$ cat src/rtl/core/ptu_pkg.sv
`timescale 1ns / 1ps
// ----------------------------------------------------------------------------
// Peer table update: shared package
// Types, codes and constants used by the peer table core and its interfaces.
// ----------------------------------------------------------------------------
package ptu_pkg;

  localparam int unsigned CFG_AW = 5;
  localparam int unsigned CFG_DW = 64;

  localparam logic [15:0] SEQ_HALF    = 16'h8000;
  localparam logic [31:0] AGE_UNKNOWN = 32'hFFFF_FFFF;

  localparam logic [63:0] OWN_ID_RST        = 64'd0;
  localparam logic [31:0] STALE_TIMEOUT_RST = 32'd30000;
  localparam logic [31:0] LOST_TIMEOUT_RST  = 32'd300000;
  localparam logic [31:0] MAX_FIX_AGE_RST   = 32'd60;

  typedef enum logic {
    ACT_PACKET = 1'b0,
    ACT_TICK   = 1'b1
  } ptu_action_t;

  typedef enum logic [2:0] {
    ST_ACCEPTED  = 3'd0,
    ST_INVALID   = 3'd1,
    ST_SELF      = 3'd2,
    ST_DUPLICATE = 3'd3,
    ST_FULL      = 3'd4,
    ST_TICK_DONE = 3'd5
  } ptu_status_t;

  typedef enum logic [1:0] {
    CFG_OWN_ID        = 2'd0,
    CFG_STALE_TIMEOUT = 2'd1,
    CFG_LOST_TIMEOUT  = 2'd2,
    CFG_MAX_FIX_AGE   = 2'd3
  } ptu_cfg_idx_t;

  typedef enum logic [1:0] {
    S_IDLE,
    S_SCAN,
    S_DECIDE,
    S_DONE
  } ptu_state_t;

  typedef struct packed {
    logic [63:0] own_id;
    logic [31:0] stale_timeout_ms;
    logic [31:0] lost_timeout_ms;
    logic [31:0] max_fix_age_sec;
  } ptu_cfg_t;

  typedef struct packed {
    ptu_action_t action;
    logic [31:0] now_ms;
    logic [63:0] device_id;
    logic [15:0] sequence_req;
    logic        has_position;
    logic        fix_last_known;
    logic [31:0] age_sec;
    logic        is_sos;
  } ptu_item_t;

  typedef struct packed {
    ptu_status_t status;
    logic [3:0]  slot;
    logic        position_usable;
    logic [4:0]  peer_count;
    logic [31:0] change_count;
  } ptu_result_t;

  // One table entry as held in the peer memory.
  typedef struct packed {
    logic [63:0] peer_id;
    logic [15:0] last_sequence;
    logic        sequence_seen;
    logic [31:0] last_seen_ms;
    logic [31:0] packets_received;
    logic        position_valid;
    logic        sos_active;
    logic [31:0] position_age;
  } ptu_entry_t;

  // Ids compare as strings: everything from the first zero byte on is cleared.
  function automatic logic [63:0] norm_id(input logic [63:0] id);
    logic [63:0] res;
    logic        zero_seen;
    res       = id;
    zero_seen = 1'b0;
    for (int k = 7; k >= 0; k--) begin
      if (id[8*k +: 8] == 8'h00) zero_seen = 1'b1;
      if (zero_seen) res[8*k +: 8] = 8'h00;
    end
    return res;
  endfunction

endpackage

$ cat src/rtl/core/ptu_in_if.sv
`timescale 1ns / 1ps
// ----------------------------------------------------------------------------
// Peer table update: input channel
// Valid/ready channel carrying one packet or tick item per transfer.
// ----------------------------------------------------------------------------
interface ptu_in_if;
  import ptu_pkg::*;

  logic        valid;
  logic        ready;
  ptu_action_t action;
  logic [31:0] now_ms;
  logic [63:0] device_id;
  logic [15:0] sequence_req;
  logic        has_position;
  logic        fix_last_known;
  logic [31:0] age_sec;
  logic        is_sos;

  modport source (
    output valid, action, now_ms, device_id, sequence_req, has_position,
           fix_last_known, age_sec, is_sos,
    input  ready
  );

  modport sink (
    input  valid, action, now_ms, device_id, sequence_req, has_position,
           fix_last_known, age_sec, is_sos,
    output ready
  );
endinterface

$ cat src/rtl/core/ptu_out_if.sv
`timescale 1ns / 1ps
// ----------------------------------------------------------------------------
// Peer table update: result channel
// Valid/ready channel carrying one result per transfer.
// ----------------------------------------------------------------------------
interface ptu_out_if;
  import ptu_pkg::*;

  logic        valid;
  logic        ready;
  ptu_status_t status;
  logic [3:0]  slot;
  logic        position_usable;
  logic [4:0]  peer_count;
  logic [31:0] change_count;

  modport source (
    output valid, status, slot, position_usable, peer_count, change_count,
    input  ready
  );

  modport sink (
    input  valid, status, slot, position_usable, peer_count, change_count,
    output ready
  );
endinterface

$ cat src/rtl/core/ptu_cfg_regs.sv
`timescale 1ns / 1ps
// ----------------------------------------------------------------------------
// Peer table update: configuration registers
// APB-style register file holding the own id and the three time limits.
// ----------------------------------------------------------------------------
module ptu_cfg_regs (
  input  logic                         clk,
  input  logic                         rst_n,
  input  logic                         psel,
  input  logic                         penable,
  input  logic                         pwrite,
  input  logic [ptu_pkg::CFG_AW-1:0]   paddr,
  input  logic [ptu_pkg::CFG_DW-1:0]   pwdata,
  output logic [ptu_pkg::CFG_DW-1:0]   prdata,
  output logic                         pready,
  output ptu_pkg::ptu_cfg_t            cfg
);
  import ptu_pkg::*;

  logic [63:0]  own_id_r;
  logic [31:0]  stale_timeout_r;
  logic [31:0]  lost_timeout_r;
  logic [31:0]  max_fix_age_r;
  logic         wr_en;
  ptu_cfg_idx_t reg_idx;

  assign pready  = 1'b1;
  assign wr_en   = psel & penable & pwrite;
  // Registers sit on eight-byte boundaries.
  assign reg_idx = ptu_cfg_idx_t'(paddr[4:3]);

  always_ff @(posedge clk) begin
    if (!rst_n) begin
      own_id_r        <= OWN_ID_RST;
      stale_timeout_r <= STALE_TIMEOUT_RST;
      lost_timeout_r  <= LOST_TIMEOUT_RST;
      max_fix_age_r   <= MAX_FIX_AGE_RST;
    end else if (wr_en) begin
      unique case (reg_idx)
        CFG_OWN_ID:        own_id_r        <= pwdata;
        CFG_STALE_TIMEOUT: stale_timeout_r <= pwdata[31:0];
        CFG_LOST_TIMEOUT:  lost_timeout_r  <= pwdata[31:0];
        CFG_MAX_FIX_AGE:   max_fix_age_r   <= pwdata[31:0];
        default: ;
      endcase
    end
  end

  always_comb begin
    unique case (reg_idx)
      CFG_OWN_ID:        prdata = own_id_r;
      CFG_STALE_TIMEOUT: prdata = {32'd0, stale_timeout_r};
      CFG_LOST_TIMEOUT:  prdata = {32'd0, lost_timeout_r};
      CFG_MAX_FIX_AGE:   prdata = {32'd0, max_fix_age_r};
      default:           prdata = '0;
    endcase
  end

  assign cfg.own_id           = own_id_r;
  assign cfg.stale_timeout_ms = stale_timeout_r;
  assign cfg.lost_timeout_ms  = lost_timeout_r;
  assign cfg.max_fix_age_sec  = max_fix_age_r;

endmodule

$ cat src/rtl/core/ptu_peer_mem.sv
`timescale 1ns / 1ps
// ----------------------------------------------------------------------------
// Peer table update: peer memory
// One-write, one-read synchronous memory of table entries, registered read.
// ----------------------------------------------------------------------------
module ptu_peer_mem #(
  parameter int unsigned DEPTH = 16,
  parameter int unsigned AW    = 4
) (
  input  logic                 clk,
  input  logic                 rd_en,
  input  logic [AW-1:0]        rd_addr,
  output ptu_pkg::ptu_entry_t  rd_data,
  input  logic                 wr_en,
  input  logic [AW-1:0]        wr_addr,
  input  ptu_pkg::ptu_entry_t  wr_data
);
  import ptu_pkg::*;

  ptu_entry_t mem [DEPTH];
  ptu_entry_t rd_data_r;

  always_ff @(posedge clk) begin
    if (wr_en) mem[wr_addr] <= wr_data;
    if (rd_en) rd_data_r <= mem[rd_addr];
  end

  assign rd_data = rd_data_r;

endmodule

$ cat src/rtl/core/ptu_ctrl.sv
`timescale 1ns / 1ps
// ----------------------------------------------------------------------------
// Peer table update: table controller
// Scans the peer memory once per item, picks and writes the slot for a packet.
// ----------------------------------------------------------------------------
module ptu_ctrl #(
  parameter int unsigned PEER_SLOTS = 16,
  parameter int unsigned IDXW       = 4,
  parameter int unsigned CNTW       = 5
) (
  input  logic                  clk,
  input  logic                  rst_n,
  input  ptu_pkg::ptu_cfg_t     cfg,
  input  logic                  in_valid,
  output logic                  in_ready,
  input  ptu_pkg::ptu_item_t    in_item,
  output logic                  res_valid,
  input  logic                  res_ready,
  output ptu_pkg::ptu_result_t  res,
  output logic                  mem_rd_en,
  output logic [IDXW-1:0]       mem_rd_addr,
  input  ptu_pkg::ptu_entry_t   mem_rd_data,
  output logic                  mem_we,
  output logic [IDXW-1:0]       mem_wr_addr,
  output ptu_pkg::ptu_entry_t   mem_wr_data
);
  import ptu_pkg::*;

  ptu_state_t            state_r, state_nxt;
  logic [CNTW-1:0]       issue_r, issue_nxt;
  logic                  chk_vld_r, chk_vld_nxt;
  logic [IDXW-1:0]       chk_idx_r;
  logic [PEER_SLOTS-1:0] used_r, used_nxt;
  logic [CNTW-1:0]       occ_r, occ_nxt;
  logic [31:0]           changes_r, changes_nxt;
  logic                  found_r, found_nxt;
  logic                  lost_fnd_r, lost_fnd_nxt;
  logic                  stale_fnd_r, stale_fnd_nxt;
  logic                  freed_r, freed_nxt;

  ptu_item_t             item_r;
  logic [63:0]           id_r;
  logic                  empty_r;
  logic                  self_r;
  logic [IDXW-1:0]       match_idx_r;
  ptu_entry_t            match_ent_r;
  logic [IDXW-1:0]       lost_idx_r;
  logic [IDXW-1:0]       stale_idx_r;
  logic [31:0]           stale_best_r;
  ptu_result_t           res_r, res_nxt;
  logic [IDXW-1:0]       res_idx_r;

  logic                  accept_in;
  logic                  issuing;
  logic [31:0]           elapsed;
  logic                  ent_used;
  logic                  seen_nz;
  logic                  ent_lost;
  logic                  ent_stale;
  logic                  ent_match;
  logic                  take_match;
  logic                  take_lost;
  logic                  take_stale;
  logic                  free_fnd;
  logic [IDXW-1:0]       free_idx;
  logic [15:0]           seq_diff;
  logic                  newer;
  logic                  have_tgt;
  logic                  fresh;
  logic [IDXW-1:0]       tgt_idx;
  logic                  store;
  logic                  too_old;
  logic                  pos_ok;
  ptu_status_t           pkt_status;
  logic [IDXW+3:0]       slot_wide;
  logic [CNTW+4:0]       cnt_wide;

  assign in_ready  = (state_r == S_IDLE);
  assign accept_in = in_valid & in_ready;
  assign issuing   = (issue_r < CNTW'(PEER_SLOTS));
  assign res_valid = (state_r == S_DONE);
  assign res       = res_r;

  assign mem_rd_en   = (state_r == S_SCAN) & issuing;
  assign mem_rd_addr = issue_r[IDXW-1:0];

  // Per-entry checks on the word read in the previous cycle.
  always_comb begin
    elapsed    = item_r.now_ms - mem_rd_data.last_seen_ms;
    ent_used   = used_r[chk_idx_r];
    seen_nz    = |mem_rd_data.last_seen_ms;
    ent_lost   = chk_vld_r & ent_used & seen_nz & (elapsed >= cfg.lost_timeout_ms);
    ent_stale  = chk_vld_r & ent_used &
                 (!seen_nz | (elapsed >= cfg.stale_timeout_ms));
    ent_match  = chk_vld_r & ent_used & (item_r.action == ACT_PACKET) &
                 (mem_rd_data.peer_id == id_r);
    take_match = ent_match & !found_r;
    take_lost  = ent_lost & !lost_fnd_r;
    take_stale = ent_stale &
                 (!stale_fnd_r | (mem_rd_data.last_seen_ms < stale_best_r));
  end

  // Lowest free slot, straight from the occupancy flags.
  always_comb begin
    free_fnd = 1'b0;
    free_idx = '0;
    for (int i = PEER_SLOTS - 1; i >= 0; i--) begin
      if (!used_r[i]) begin
        free_fnd = 1'b1;
        free_idx = IDXW'(i);
      end
    end
  end

  // Packet decision once the scan is complete.
  always_comb begin
    seq_diff = item_r.sequence_req - match_ent_r.last_sequence;
    newer    = (seq_diff != 16'd0) & (seq_diff < SEQ_HALF);
    have_tgt = 1'b1;
    fresh    = 1'b1;
    tgt_idx  = '0;
    if (found_r) begin
      tgt_idx  = match_idx_r;
      fresh    = 1'b0;
      have_tgt = !(match_ent_r.sequence_seen & !newer);
    end else if (free_fnd) begin
      tgt_idx = free_idx;
    end else if (lost_fnd_r) begin
      tgt_idx = lost_idx_r;
    end else if (stale_fnd_r) begin
      tgt_idx = stale_idx_r;
    end else begin
      have_tgt = 1'b0;
    end

    if (empty_r)                  pkt_status = ST_INVALID;
    else if (self_r)              pkt_status = ST_SELF;
    else if (found_r & !have_tgt) pkt_status = ST_DUPLICATE;
    else if (!have_tgt)           pkt_status = ST_FULL;
    else                          pkt_status = ST_ACCEPTED;
    store = (pkt_status == ST_ACCEPTED);

    too_old = item_r.has_position & item_r.fix_last_known &
              ((item_r.age_sec == AGE_UNKNOWN) | (item_r.age_sec > cfg.max_fix_age_sec));
    pos_ok  = item_r.has_position & !too_old;

    mem_wr_data.peer_id          = id_r;
    mem_wr_data.last_sequence    = item_r.sequence_req;
    mem_wr_data.sequence_seen    = 1'b1;
    mem_wr_data.last_seen_ms     = item_r.now_ms;
    mem_wr_data.packets_received = (fresh ? 32'd0 : match_ent_r.packets_received) + 32'd1;
    mem_wr_data.position_valid   = pos_ok;
    mem_wr_data.sos_active       = item_r.is_sos;
    mem_wr_data.position_age     = item_r.age_sec;
  end

  assign mem_we      = (state_r == S_DECIDE) & (item_r.action == ACT_PACKET) & store;
  assign mem_wr_addr = tgt_idx;

  always_comb begin
    state_nxt     = state_r;
    issue_nxt     = issue_r;
    chk_vld_nxt   = 1'b0;
    used_nxt      = used_r;
    occ_nxt       = occ_r;
    changes_nxt   = changes_r;
    found_nxt     = found_r;
    lost_fnd_nxt  = lost_fnd_r;
    stale_fnd_nxt = stale_fnd_r;
    freed_nxt     = freed_r;
    res_nxt       = res_r;
    slot_wide     = '0;
    cnt_wide      = '0;

    unique case (state_r)
      S_IDLE: begin
        if (accept_in) begin
          issue_nxt     = '0;
          found_nxt     = 1'b0;
          lost_fnd_nxt  = 1'b0;
          stale_fnd_nxt = 1'b0;
          freed_nxt     = 1'b0;
          state_nxt     = S_SCAN;
        end
      end
      S_SCAN: begin
        if (issuing) issue_nxt = issue_r + CNTW'(1);
        chk_vld_nxt = issuing;
        if (take_match) found_nxt = 1'b1;
        if (take_lost)  lost_fnd_nxt = 1'b1;
        if (take_stale) stale_fnd_nxt = 1'b1;
        // A tick frees lost peers as the scan passes them.
        if ((item_r.action == ACT_TICK) & ent_lost) begin
          used_nxt[chk_idx_r] = 1'b0;
          occ_nxt             = occ_r - CNTW'(1);
          freed_nxt           = 1'b1;
        end
        if (!issuing & !chk_vld_r) state_nxt = S_DECIDE;
      end
      S_DECIDE: begin
        if (item_r.action == ACT_TICK) begin
          changes_nxt = changes_r + {31'd0, freed_r};
          res_nxt.status          = ST_TICK_DONE;
          res_nxt.position_usable = 1'b0;
        end else begin
          if (store) begin
            changes_nxt       = changes_r + 32'd1;
            used_nxt[tgt_idx] = 1'b1;
            if (!used_r[tgt_idx]) occ_nxt = occ_r + CNTW'(1);
            slot_wide = (IDXW + 4)'(tgt_idx);
          end
          res_nxt.status          = pkt_status;
          res_nxt.position_usable = store & pos_ok;
        end
        cnt_wide             = (CNTW + 5)'(occ_nxt);
        res_nxt.slot         = slot_wide[3:0];
        res_nxt.peer_count   = cnt_wide[4:0];
        res_nxt.change_count = changes_nxt;
        state_nxt            = S_DONE;
      end
      S_DONE: begin
        if (res_ready) state_nxt = S_IDLE;
      end
      default: state_nxt = S_IDLE;
    endcase
  end

  always_ff @(posedge clk) begin
    if (!rst_n) begin
      state_r     <= S_IDLE;
      issue_r     <= '0;
      chk_vld_r   <= 1'b0;
      used_r      <= '0;
      occ_r       <= '0;
      changes_r   <= '0;
      found_r     <= 1'b0;
      lost_fnd_r  <= 1'b0;
      stale_fnd_r <= 1'b0;
      freed_r     <= 1'b0;
    end else begin
      state_r     <= state_nxt;
      issue_r     <= issue_nxt;
      chk_vld_r   <= chk_vld_nxt;
      used_r      <= used_nxt;
      occ_r       <= occ_nxt;
      changes_r   <= changes_nxt;
      found_r     <= found_nxt;
      lost_fnd_r  <= lost_fnd_nxt;
      stale_fnd_r <= stale_fnd_nxt;
      freed_r     <= freed_nxt;
    end
  end

  always_ff @(posedge clk) begin
    res_r     <= res_nxt;
    chk_idx_r <= mem_rd_addr;
    if (accept_in) begin
      item_r  <= in_item;
      id_r    <= norm_id(in_item.device_id);
      empty_r <= (norm_id(in_item.device_id) == 64'd0);
      self_r  <= (norm_id(in_item.device_id) == norm_id(cfg.own_id));
    end
    if (take_match) begin
      match_idx_r <= chk_idx_r;
      match_ent_r <= mem_rd_data;
    end
    if (take_lost) lost_idx_r <= chk_idx_r;
    if (take_stale) begin
      stale_idx_r  <= chk_idx_r;
      stale_best_r <= mem_rd_data.last_seen_ms;
    end
    if (state_r == S_DECIDE) res_idx_r <= tgt_idx;
  end

`ifndef SYNTH
  a_occ_matches_flags: assert property (@(posedge clk) disable iff (!rst_n)
    occ_r == CNTW'($countones(used_r)))
    else $error("occupied count disagrees with slot flags");

  a_check_only_in_scan: assert property (@(posedge clk) disable iff (!rst_n)
    chk_vld_r |-> (state_r == S_SCAN))
    else $error("memory word checked outside the scan");

  a_accepted_slot_used: assert property (@(posedge clk) disable iff (!rst_n)
    ((state_r == S_DONE) && (item_r.action == ACT_PACKET) &&
     (res_r.status == ST_ACCEPTED)) |-> used_r[res_idx_r])
    else $error("accepted packet left its slot unoccupied");

  a_no_write_on_reject: assert property (@(posedge clk) disable iff (!rst_n)
    mem_we |-> (!empty_r && !self_r && (state_r == S_DECIDE)))
    else $error("table written for a rejected packet");
`endif

endmodule

$ cat src/rtl/core/peer_table_update_core.sv
`timescale 1ns / 1ps
// ----------------------------------------------------------------------------
// Peer table update core
// Keeps a table of remote radio peers and answers each packet or tick item.
// ----------------------------------------------------------------------------
//  Channel   Direction  Handshake        Carries
//  in_ch     in         valid / ready    packet or tick item
//  out_ch    out        valid / ready    status, slot, counts
//  cfg_*     in / out   APB write/read   own id and time limits
//
//  Each item is answered after a scan that reads one memory entry a cycle
//  over all PEER_SLOTS entries, followed by the decide and done states.
//  A new item is taken once the previous result sits in the output register.
//  Reset is synchronous and clears the occupancy flags at once; no memory
//  clearing pass is needed. A stalled result holds the output register.
// ----------------------------------------------------------------------------
module peer_table_update_core #(
  parameter int unsigned PEER_SLOTS = 16
) (
  input  logic                        clk,
  input  logic                        rst_n,
  ptu_in_if.sink                      in_ch,
  ptu_out_if.source                   out_ch,
  input  logic                        cfg_psel,
  input  logic                        cfg_penable,
  input  logic                        cfg_pwrite,
  input  logic [ptu_pkg::CFG_AW-1:0]  cfg_paddr,
  input  logic [ptu_pkg::CFG_DW-1:0]  cfg_pwdata,
  output logic [ptu_pkg::CFG_DW-1:0]  cfg_prdata,
  output logic                        cfg_pready
);
  import ptu_pkg::*;

  localparam int unsigned IDXW = (PEER_SLOTS > 1) ? $clog2(PEER_SLOTS) : 1;
  localparam int unsigned CNTW = $clog2(PEER_SLOTS + 1);

  ptu_cfg_t    cfg;
  ptu_item_t   item;
  ptu_result_t res;
  logic        res_valid;
  logic        res_ready;
  logic        mem_rd_en;
  logic [IDXW-1:0] mem_rd_addr;
  ptu_entry_t  mem_rd_data;
  logic        mem_we;
  logic [IDXW-1:0] mem_wr_addr;
  ptu_entry_t  mem_wr_data;

  logic        out_valid_r;
  ptu_result_t out_res_r;

  assign item.action         = in_ch.action;
  assign item.now_ms         = in_ch.now_ms;
  assign item.device_id      = in_ch.device_id;
  assign item.sequence_req   = in_ch.sequence_req;
  assign item.has_position   = in_ch.has_position;
  assign item.fix_last_known = in_ch.fix_last_known;
  assign item.age_sec        = in_ch.age_sec;
  assign item.is_sos         = in_ch.is_sos;

  ptu_cfg_regs u_cfg (
    .clk     (clk),
    .rst_n   (rst_n),
    .psel    (cfg_psel),
    .penable (cfg_penable),
    .pwrite  (cfg_pwrite),
    .paddr   (cfg_paddr),
    .pwdata  (cfg_pwdata),
    .prdata  (cfg_prdata),
    .pready  (cfg_pready),
    .cfg     (cfg)
  );

  ptu_peer_mem #(
    .DEPTH (PEER_SLOTS),
    .AW    (IDXW)
  ) u_mem (
    .clk     (clk),
    .rd_en   (mem_rd_en),
    .rd_addr (mem_rd_addr),
    .rd_data (mem_rd_data),
    .wr_en   (mem_we),
    .wr_addr (mem_wr_addr),
    .wr_data (mem_wr_data)
  );

  ptu_ctrl #(
    .PEER_SLOTS (PEER_SLOTS),
    .IDXW       (IDXW),
    .CNTW       (CNTW)
  ) u_ctrl (
    .clk         (clk),
    .rst_n       (rst_n),
    .cfg         (cfg),
    .in_valid    (in_ch.valid),
    .in_ready    (in_ch.ready),
    .in_item     (item),
    .res_valid   (res_valid),
    .res_ready   (res_ready),
    .res         (res),
    .mem_rd_en   (mem_rd_en),
    .mem_rd_addr (mem_rd_addr),
    .mem_rd_data (mem_rd_data),
    .mem_we      (mem_we),
    .mem_wr_addr (mem_wr_addr),
    .mem_wr_data (mem_wr_data)
  );

  // Output register: the controller hands over a result whenever it is empty
  // or is being emptied by a transfer in the same cycle.
  assign res_ready = !out_valid_r | out_ch.ready;

  always_ff @(posedge clk) begin
    if (!rst_n) begin
      out_valid_r <= 1'b0;
    end else if (res_ready) begin
      out_valid_r <= res_valid;
    end
  end

  always_ff @(posedge clk) begin
    if (res_ready & res_valid) out_res_r <= res;
  end

  assign out_ch.valid           = out_valid_r;
  assign out_ch.status          = out_res_r.status;
  assign out_ch.slot            = out_res_r.slot;
  assign out_ch.position_usable = out_res_r.position_usable;
  assign out_ch.peer_count      = out_res_r.peer_count;
  assign out_ch.change_count    = out_res_r.change_count;

endmodule
$ cat src/flat_wrapper.sv
// flat-port wrapper written by rule: the top's interface ports become plain ports
module peer_table_update_core_flat import ptu_pkg::*;
#(
  parameter int unsigned PEER_SLOTS = 16
)
  (clk, rst_n, cfg_psel, cfg_penable, cfg_pwrite, cfg_paddr, cfg_pwdata, cfg_prdata, cfg_pready, in_ch_valid, in_ch_action, in_ch_now_ms, in_ch_device_id, in_ch_sequence_req, in_ch_has_position, in_ch_fix_last_known, in_ch_age_sec, in_ch_is_sos, in_ch_ready, out_ch_valid, out_ch_status, out_ch_slot, out_ch_position_usable, out_ch_peer_count, out_ch_change_count, out_ch_ready);
  ptu_in_if in_ch_i ();
  ptu_out_if out_ch_i ();
  input  logic clk;
  input  logic rst_n;
  input  logic cfg_psel;
  input  logic cfg_penable;
  input  logic cfg_pwrite;
  input  logic [ptu_pkg::CFG_AW-1:0] cfg_paddr;
  input  logic [ptu_pkg::CFG_DW-1:0] cfg_pwdata;
  output logic [ptu_pkg::CFG_DW-1:0] cfg_prdata;
  output logic cfg_pready;
  input wire logic [$bits(in_ch_i.valid)-1:0] in_ch_valid;
  input wire logic [$bits(in_ch_i.action)-1:0] in_ch_action;
  input wire logic [$bits(in_ch_i.now_ms)-1:0] in_ch_now_ms;
  input wire logic [$bits(in_ch_i.device_id)-1:0] in_ch_device_id;
  input wire logic [$bits(in_ch_i.sequence_req)-1:0] in_ch_sequence_req;
  input wire logic [$bits(in_ch_i.has_position)-1:0] in_ch_has_position;
  input wire logic [$bits(in_ch_i.fix_last_known)-1:0] in_ch_fix_last_known;
  input wire logic [$bits(in_ch_i.age_sec)-1:0] in_ch_age_sec;
  input wire logic [$bits(in_ch_i.is_sos)-1:0] in_ch_is_sos;
  output wire logic [$bits(in_ch_i.ready)-1:0] in_ch_ready;
  output wire logic [$bits(out_ch_i.valid)-1:0] out_ch_valid;
  output wire logic [$bits(out_ch_i.status)-1:0] out_ch_status;
  output wire logic [$bits(out_ch_i.slot)-1:0] out_ch_slot;
  output wire logic [$bits(out_ch_i.position_usable)-1:0] out_ch_position_usable;
  output wire logic [$bits(out_ch_i.peer_count)-1:0] out_ch_peer_count;
  output wire logic [$bits(out_ch_i.change_count)-1:0] out_ch_change_count;
  input wire logic [$bits(out_ch_i.ready)-1:0] out_ch_ready;
  assign in_ch_i.valid = in_ch_valid;
  assign in_ch_i.action = in_ch_action;
  assign in_ch_i.now_ms = in_ch_now_ms;
  assign in_ch_i.device_id = in_ch_device_id;
  assign in_ch_i.sequence_req = in_ch_sequence_req;
  assign in_ch_i.has_position = in_ch_has_position;
  assign in_ch_i.fix_last_known = in_ch_fix_last_known;
  assign in_ch_i.age_sec = in_ch_age_sec;
  assign in_ch_i.is_sos = in_ch_is_sos;
  assign in_ch_ready = in_ch_i.ready;
  assign out_ch_valid = out_ch_i.valid;
  assign out_ch_status = out_ch_i.status;
  assign out_ch_slot = out_ch_i.slot;
  assign out_ch_position_usable = out_ch_i.position_usable;
  assign out_ch_peer_count = out_ch_i.peer_count;
  assign out_ch_change_count = out_ch_i.change_count;
  assign out_ch_i.ready = out_ch_ready;
  peer_table_update_core #(.PEER_SLOTS(PEER_SLOTS)) u_core (.clk(clk), .rst_n(rst_n), .in_ch(in_ch_i), .out_ch(out_ch_i), .cfg_psel(cfg_psel), .cfg_penable(cfg_penable), .cfg_pwrite(cfg_pwrite), .cfg_paddr(cfg_paddr), .cfg_pwdata(cfg_pwdata), .cfg_prdata(cfg_prdata), .cfg_pready(cfg_pready));
endmodule
$ cat config.mk
export PLATFORM = sky130hd
export DESIGN_NAME = peer_table_update_core_flat
export DESIGN_NICKNAME = d
export VERILOG_FILES = /design/src/rtl/core/ptu_pkg.sv /design/src/rtl/core/ptu_in_if.sv /design/src/rtl/core/ptu_out_if.sv /design/src/rtl/core/ptu_cfg_regs.sv /design/src/rtl/core/ptu_peer_mem.sv /design/src/rtl/core/ptu_ctrl.sv /design/src/rtl/core/peer_table_update_core.sv /design/src/flat_wrapper.sv
export SDC_FILE = /design/constraint.sdc
export NUM_CORES = 2
export LEC_CHECK = 0
export CAP_MARGIN = 20
export CORE_UTILIZATION = 59
export DETAILED_ROUTE_END_ITERATION = 10
export DONT_BUFFER_PORTS = 1
export PLACE_DENSITY = 0.84
export SLEW_MARGIN = 20
export SYNTH_ARGS = -nofsm -noshare
export SYNTH_HDL_FRONTEND = slang
export SYNTH_HIERARCHICAL = 1
export SYNTH_SLANG_ARGS = --single-unit
$ cat constraint.sdc
create_clock -name clk -period 14.56 [get_ports clk]
set_clock_uncertainty 0.15 [all_clocks]
set_input_delay 0.728 -clock clk [delete_from_list [all_inputs] [get_ports clk]]
set_output_delay 0.728 -clock clk [all_outputs]
set_load 0.05 [all_outputs]
# Word-level counts from Yosys, hierarchy flattened
# Memory sizes are Yosys's and may differ from the RTL's. A register that Yosys moved wholly into a read port is not among the register bits.
# Index checks and enable logic that the tools add are counted.
# totals
ff_bits,564
ram_bits,2848
inputBits,224
out_inout_bits,112
elab_cells,314
mem_count,1
# memory_table
memory,depth,width,rd,rd_ports_with_merged_regs,write_ports,line_no,rtl
u_core.u_mem.mem,16,178,1,1,1,ptu_peer_mem.sv:20,ptu_entry_t mem [DEPTH];
# classes
n_addsub,8
magnitude_cmp,10
eq_ne,19
mux,147
n_bitwise,34
n_reduce_logical,51
# op_table
cell,count
two-way mux 8 bit,32
case mux 64 bit (4 select lines),1
== test 64 bit,2
zero test 8 bit,16
two-way mux 32 bit,3
two-way mux 4 bit,20
adder 32 x 1 -> 32 bit (second input constant),2
>= comparator 32 bit,2
zero test 64 bit,1
two-way mux 1 bit,63
two-way mux 16 bit,3
adder 32 x 1 -> 32 bit,1
== test 32 bit (second input constant),1
> comparator 32 bit,1
less-than comparator 32 bit,1
case mux 16 bit (2 select lines),1
OR reduction 32 bit,1
subtractor 32 bit,1
two-way mux 5 bit,6
bitwise AND 1 bit,25
case mux 5 bit (2 select lines),2
AND reduction 3 bit,6
bitwise AND 16 bit,1
less-than comparator 16 bit (second input constant),1
29 further kinds,76

# Depth between registers and ports, before layout
# logic_depth
depth_word,27
ltp_mapped,24
ltp_nobuf,24

# Modules after synthesis
# The synthesis kept the hierarchy.
# modules_own_cells
module,instances,cells_each,area_per_inst_um2,seq_area_each_um2
ptu_peer_mem,1,4674,112540.4,91377.6
ptu_ctrl,1,2354,23133.4,10029.6
ptu_cfg_regs,1,691,6994.2,3203.1
peer_table_update_core,1,50,1408.9,1371.3

# Least setup slack after synthesis
# OpenSTA, ideal clock, no wires.
# synth_path
kind,flip-flop to flip-flop
start,"register u_core.u_ctrl.item_r, in the netlist u_core/u_ctrl/mem_wr_data[107]"
end,memory u_core/u_mem/mem[0][0] (netlist bit) (enable)
setup_time_ns,0.937
arrival_time_ns,15.031
required_time_ns,13.473
path_slack_ns,-1.558
stages_incl_launch_ff,13
n_path_buf,1
period_less_slack_ns,16.118
path_cell_list,edfxtp_1 > ha_1 > clkbuf_1 > and4_1 > nand3_1 > a211oi_1 > o22ai_1 > mux2i_1 > nor3b_2 > nand2_2 > nor2_1 > or3b_2 > nor3_1
# synth_via
elab_chain_len,16
word_cells_on_any_way,18
cone_classes,1 x add/sub; 1 x order compare; 7 x mux; 4 x bitwise; 5 x reduce/logical
# synth_lines
item,line_no,rtl
"start, declared",ptu_ctrl.sv:41,ptu_item_t item_r;
"start signal, assigned",ptu_ctrl.sv:258,item_r <= in_item;
subtractor 16 bit *,ptu_ctrl.sv:117,seq_diff = item_r.sequence_req - match_ent_r.last_sequence;
less-than comparator 16 bit / nonzero test 16 bit (equally long branches),ptu_ctrl.sv:118,newer = (seq_diff != 16'd0) & (seq_diff < SEQ_HALF);
bitwise AND 1 bit *,ptu_ctrl.sv:118,
zero test 1 bit *,ptu_ctrl.sv:125,have_tgt = !(match_ent_r.sequence_seen & !newer);
bitwise AND 1 bit *,ptu_ctrl.sv:125,
zero test 1 bit *,ptu_ctrl.sv:125,
two-way mux 1 bit *,ptu_ctrl.sv:122,if (found_r) begin
zero test 1 bit,-,
bitwise AND 1 bit,ptu_ctrl.sv:138,else if (found_r & !have_tgt) pkt_status = ST_DUPLICATE;
two-way mux 3 bit *,ptu_ctrl.sv:138,
two-way mux 3 bit *,ptu_ctrl.sv:137,else if (self_r) pkt_status = ST_SELF;
two-way mux 3 bit *,ptu_ctrl.sv:136,if (empty_r) pkt_status = ST_INVALID;
zero test 3 bit *,ptu_ctrl.sv:141,store = (pkt_status == ST_ACCEPTED);
bitwise AND 1 bit *,ptu_ctrl.sv:157,assign mem_we = (state_r == S_DECIDE) & (item_r.action == ACT_PACKET) & store;
net u_core.mem_we,peer_table_update_core.sv:45,logic mem_we;
two-way mux 1 bit *,ptu_peer_mem.sv:24,if (wr_en) mem[wr_addr] <= wr_data;
two-way mux 1 bit (not written as such) *,ptu_peer_mem.sv:24,
"end, declared",ptu_peer_mem.sv:20,
# Mark *: on every way through the listed nets, which the timed path passes. The rest lies on a longest branch.

# Final worst setup path
# layout_path
start,"register u_core.u_ctrl.item_r, in the netlist u_core/u_ctrl/mem_wr_data[66]"
end,register u_core.u_ctrl.occ_r[3]
# layout_via
elab_chain_len,6
# layout_lines
item,line_no,rtl
subtractor 32 bit,ptu_ctrl.sv:89,elapsed = item_r.now_ms - mem_rd_data.last_seen_ms;
>= comparator 32 bit,ptu_ctrl.sv:92,ent_lost = chk_vld_r & ent_used & seen_nz & (elapsed >= cfg.lost_timeout_ms);
bitwise AND 1 bit,ptu_ctrl.sv:92,
bitwise AND 1 bit,ptu_ctrl.sv:193,if ((item_r.action == ACT_TICK) & ent_lost) begin
inequality test 2 x 1 -> 1 bit (no source line),-,
AND reduction 2 bit (no source line),-,
"end signal, assigned",ptu_ctrl.sv:245,occ_r <= occ_nxt;
"end, declared",ptu_ctrl.sv:34,"logic [CNTW-1:0] occ_r, occ_nxt;"
# No other way between the ends.
# A chain may end at the register's enable or synchronous reset.

==> flow_metrics.env <==
export IMPL_status="finished clean"
export IMPL_r2r_worst_path_cells=23
export IMPL_cts_hold_fix_buffers=185
export IMPL_gp_congestion=0.955
export IMPL_postCtsSetupRepairBufs=0
export IMPL_register_area_mm2=0.0713
export IMPL_rows=151
export IMPL_clk_path_buf_depth=3
export IMPL_synth_area_mm2=0.101
export IMPL_cts_tree="built"
export IMPL_maxSlewViolCount=0
export IMPL_firstDrtPassIters=10
export IMPL_grt_max_degree=234
export IMPL_fin_nets=6452
export IMPL_routedWlPerCell_um=34.2
export IMPL_num_vias=59778
export IMPL_multi_input_area_mm2=0.0270
export IMPL_critPathKind="flip-flop to flip-flop"
export IMPL_grtUsageTotal=0.333
export IMPL_io_pins=336
export IMPL_maxCapViolations=0
export IMPL_die_x_um=416
export IMPL_dp_slack_ns=7.35
export IMPL_critPathArrivalTime_ns=8.60
export IMPL_worstMarginPinSlew_ns=1.25
export IMPL_portBuffers=0
export IMPL_worst_path_max_delay_cell="nor4b_2"
export IMPL_post_cts_resized=0
export IMPL_viasPerCell=7.06
export IMPL_setup_ws_ns=6.58
export IMPL_regToRegSetupSlack_ns=6.58
export IMPL_finalCritPeriodShare=0.548
export IMPL_ys_warn_count=6
export IMPL_whs_endpoint="u_core/u_ctrl/id_r[45]"
export IMPL_core_area_mm2=0.170
export IMPL_required_ns=15.18
export IMPL_path_depth=23
export IMPL_dieArea_mm2=0.173
export IMPL_drive_above_1_share=0.156
export IMPL_synth_area_per_cell_um2=17.1
export IMPL_cp_end_kind="flip-flop"
export IMPL_hold_viol_final=0
export IMPL_critical_path_max_fanout=17
export IMPL_cts_made_buffers=225
export IMPL_crit_chain="inv_1 -> ha_1 -> inv_1 -> fa_1 -> a211o_1 -> a21oi_1 -> o31ai_1 -> a21oi_1 -> o21ai_0 -> o22ai_1 -> o31ai_1 -> a211oi_1 -> o21ai_0 -> xor2_1 -> ha_1 -> nand4_1 -> or2_2 -> nor4b_2 -> o21ai_2 -> o21ai_1 -> nor2_1 -> a41o_1 -> a311o_1"
export IMPL_initial_core_util=0.595
export IMPL_period_needed_ns=7.98
export IMPL_wirelength_um=289000
export IMPL_slew_headroom=0.165
export IMPL_clock_fmax_mhz=125
export IMPL_slowest_delay_ns=0.97
export IMPL_rsz0062_at_grt="false"
export IMPL_synth_nets=6324
export IMPL_path_clk_slew_ns=0.07
export IMPL_postSynthCellCount=5915
export IMPL_critPathBufInv=2
export IMPL_die_h_um=416
export IMPL_rr_endpoint="u_core/u_ctrl/occ_r[3]"
export IMPL_setup_tns_ns=0
export IMPL_cts_sinks=2451
export IMPL_clk_latency_ns=0.92
export IMPL_htreeDepth=4
export IMPL_rr_startpoint="u_core/u_ctrl/mem_wr_data[66]"
export IMPL_drc_errors=0
export IMPL_areaGrowthSynthToFinish_pct=11.3
export IMPL_hold_path_class="input port to flip-flop"
export IMPL_critical_path_top_delay_family="compound AO/OA/AOI/OAI gates"
export IMPL_worstHoldStart="in_ch_device_id[45]"
export IMPL_nFillCells=10036
export IMPL_power_density_mw_per_mm2=164
export IMPL_power_leakage_nw=36.7
export IMPL_cts_root_buffer="clkbuf_16"
export IMPL_drt_iter0_markers=9423
export IMPL_grt_pass1_wl_um=414000
export IMPL_cp_start_kind="flip-flop"
export IMPL_antenna_found_initial=23
export IMPL_dpl_hpwl_um=150000
export IMPL_grt_pass1_vias=60667
export IMPL_ir_drop_mv=0.142
export IMPL_antenna_left=0
export IMPL_grt_overflow_total=0
export IMPL_setup_viol=0
export IMPL_whs_path_depth=2
metal layers:
metal / track usage / wire length [um]
met2: 0.532 / 137000
met1: 0.399 / 92700
met3: 0.0909 / 38100
met4: 0.217 / 21300
met5: 0 / 98
worst register-to-register path: cells and delay by family, from the launching register on:
| family | cells | cell delay [ns] |
|---|---|---|
| compound gates | 13 | 4.06 |
| simple gates | 4 | 1.48 |
| fa+ha+maj | 3 | 0.73 |
| flops | 1 | 0.69 |
| xor+xnor | 1 | 0.64 |
| buf+inv | 2 | 0.18 |
cell type report:
cell class | count | area share
Antenna cell | 13 | 0.000290
Clock buffer | 273 | 0.0532
Clock inverter | 151 | 0.0149
Inverter | 256 | 0.00862
Multi-Input combinational cell | 2839 | 0.240
Sequential cell | 2451 | 0.635
Tap cell | 2218 | 0.0247
Timing Repair Buffer | 270 | 0.0233
how the worst max path moves through the flow:
stage	startpoint	endpoint	slack (ns)
final	u_core/u_ctrl/mem_wr_data[66]	u_core/u_ctrl/occ_r[3]	6.58
after global routing	u_core/u_ctrl/mem_wr_data[66]	u_core/u_ctrl/occ_r[3]	6.35
after CTS	u_core/u_ctrl/mem_wr_data[66]	u_core/u_ctrl/occ_r[3]	7.07
after detailed placement	u_core/u_ctrl/mem_wr_data[66]	u_core/u_ctrl/occ_r[3]	7.35
after global placement	u_core/u_ctrl/mem_wr_data[66]	u_core/u_ctrl/stale_best_r[0]	7.45
after floorplan	u_core/u_ctrl/mem_wr_data[107]	u_core/u_mem/mem[0][100]	3.08
where the power goes:
part           switching [W]  internal (W)
Clock                0.00278       0.00338
Combinational        0.00194       0.00132
Sequential          0.000626       0.00842
sequential cells by signal (all words and copies together) (netlist names), 3 cells and up:
signal and cells:
u_core/u_ctrl/lost_idx_r 4, u_core/u_cfg/stale_timeout_r 32, u_core/u_cfg/own_id_r 64, u_core/u_ctrl/stale_idx_r 4
u_core/out_ch.slot 4, u_core/out_ch.status 3, u_core/u_ctrl/changes_r 32, u_core/u_ctrl/match_idx_r 4
u_core/u_ctrl/id_r 64, u_core/u_ctrl/mem_wr_data 80, u_core/u_ctrl/used_r 16, u_core/out_ch.change_count 32
u_core/u_ctrl/chk_idx_r 4, u_core/u_ctrl/issue_r 5, u_core/u_mem/mem 1808, u_core/u_ctrl/match_ent_r 17
u_core/u_ctrl/item_r 3, u_core/out_ch.peer_count 5, u_core/u_ctrl/res 45, u_core/u_cfg/lost_timeout_r 32
u_core/u_ctrl/stale_best_r 32, u_core/u_mem/rd_data 113, u_core/u_ctrl/occ_r 5, u_core/u_cfg/max_fix_age_r 32
placed cells by master, fill, tap and decap left out, types with 44 or more instances in the layout:
cell type / count
nor2_1: 149
ha_1: 182
mux4_2: 463
nand4_1: 73
xnor2_1: 94
nand3_1: 55
a21oi_1: 125
nand2_1: 444
and2_1: 81
nor4_1: 49
clkbuf_16: 230
a21o_1: 49
a22oi_1: 210
mux2i_1: 216
buf_4: 75
inv_1: 250
dlygate4sd3_1: 184
edfxtp_1: 2221
xor2_1: 76
dfxtp_1: 226
o21ai_0: 94
clkinv_1: 44
through the flow:
stage          instances  total power (W)  cell area, um2  utilization  hold slack (ns)
2_1_floorplan       5915           0.0112          101000            -            0.225
3_3_place_gp        7846           0.0120          103000        0.605            0.251
5_1_grt             8465           0.0189          112000        0.662           0.0329
4_1_cts             8455           0.0184          112000        0.661          0.00333
6_report            8471           0.0185          112000        0.662           0.0618
3_5_place_dp        7846           0.0121          103000        0.605            0.255
Power figures use the tool's default switching activity.
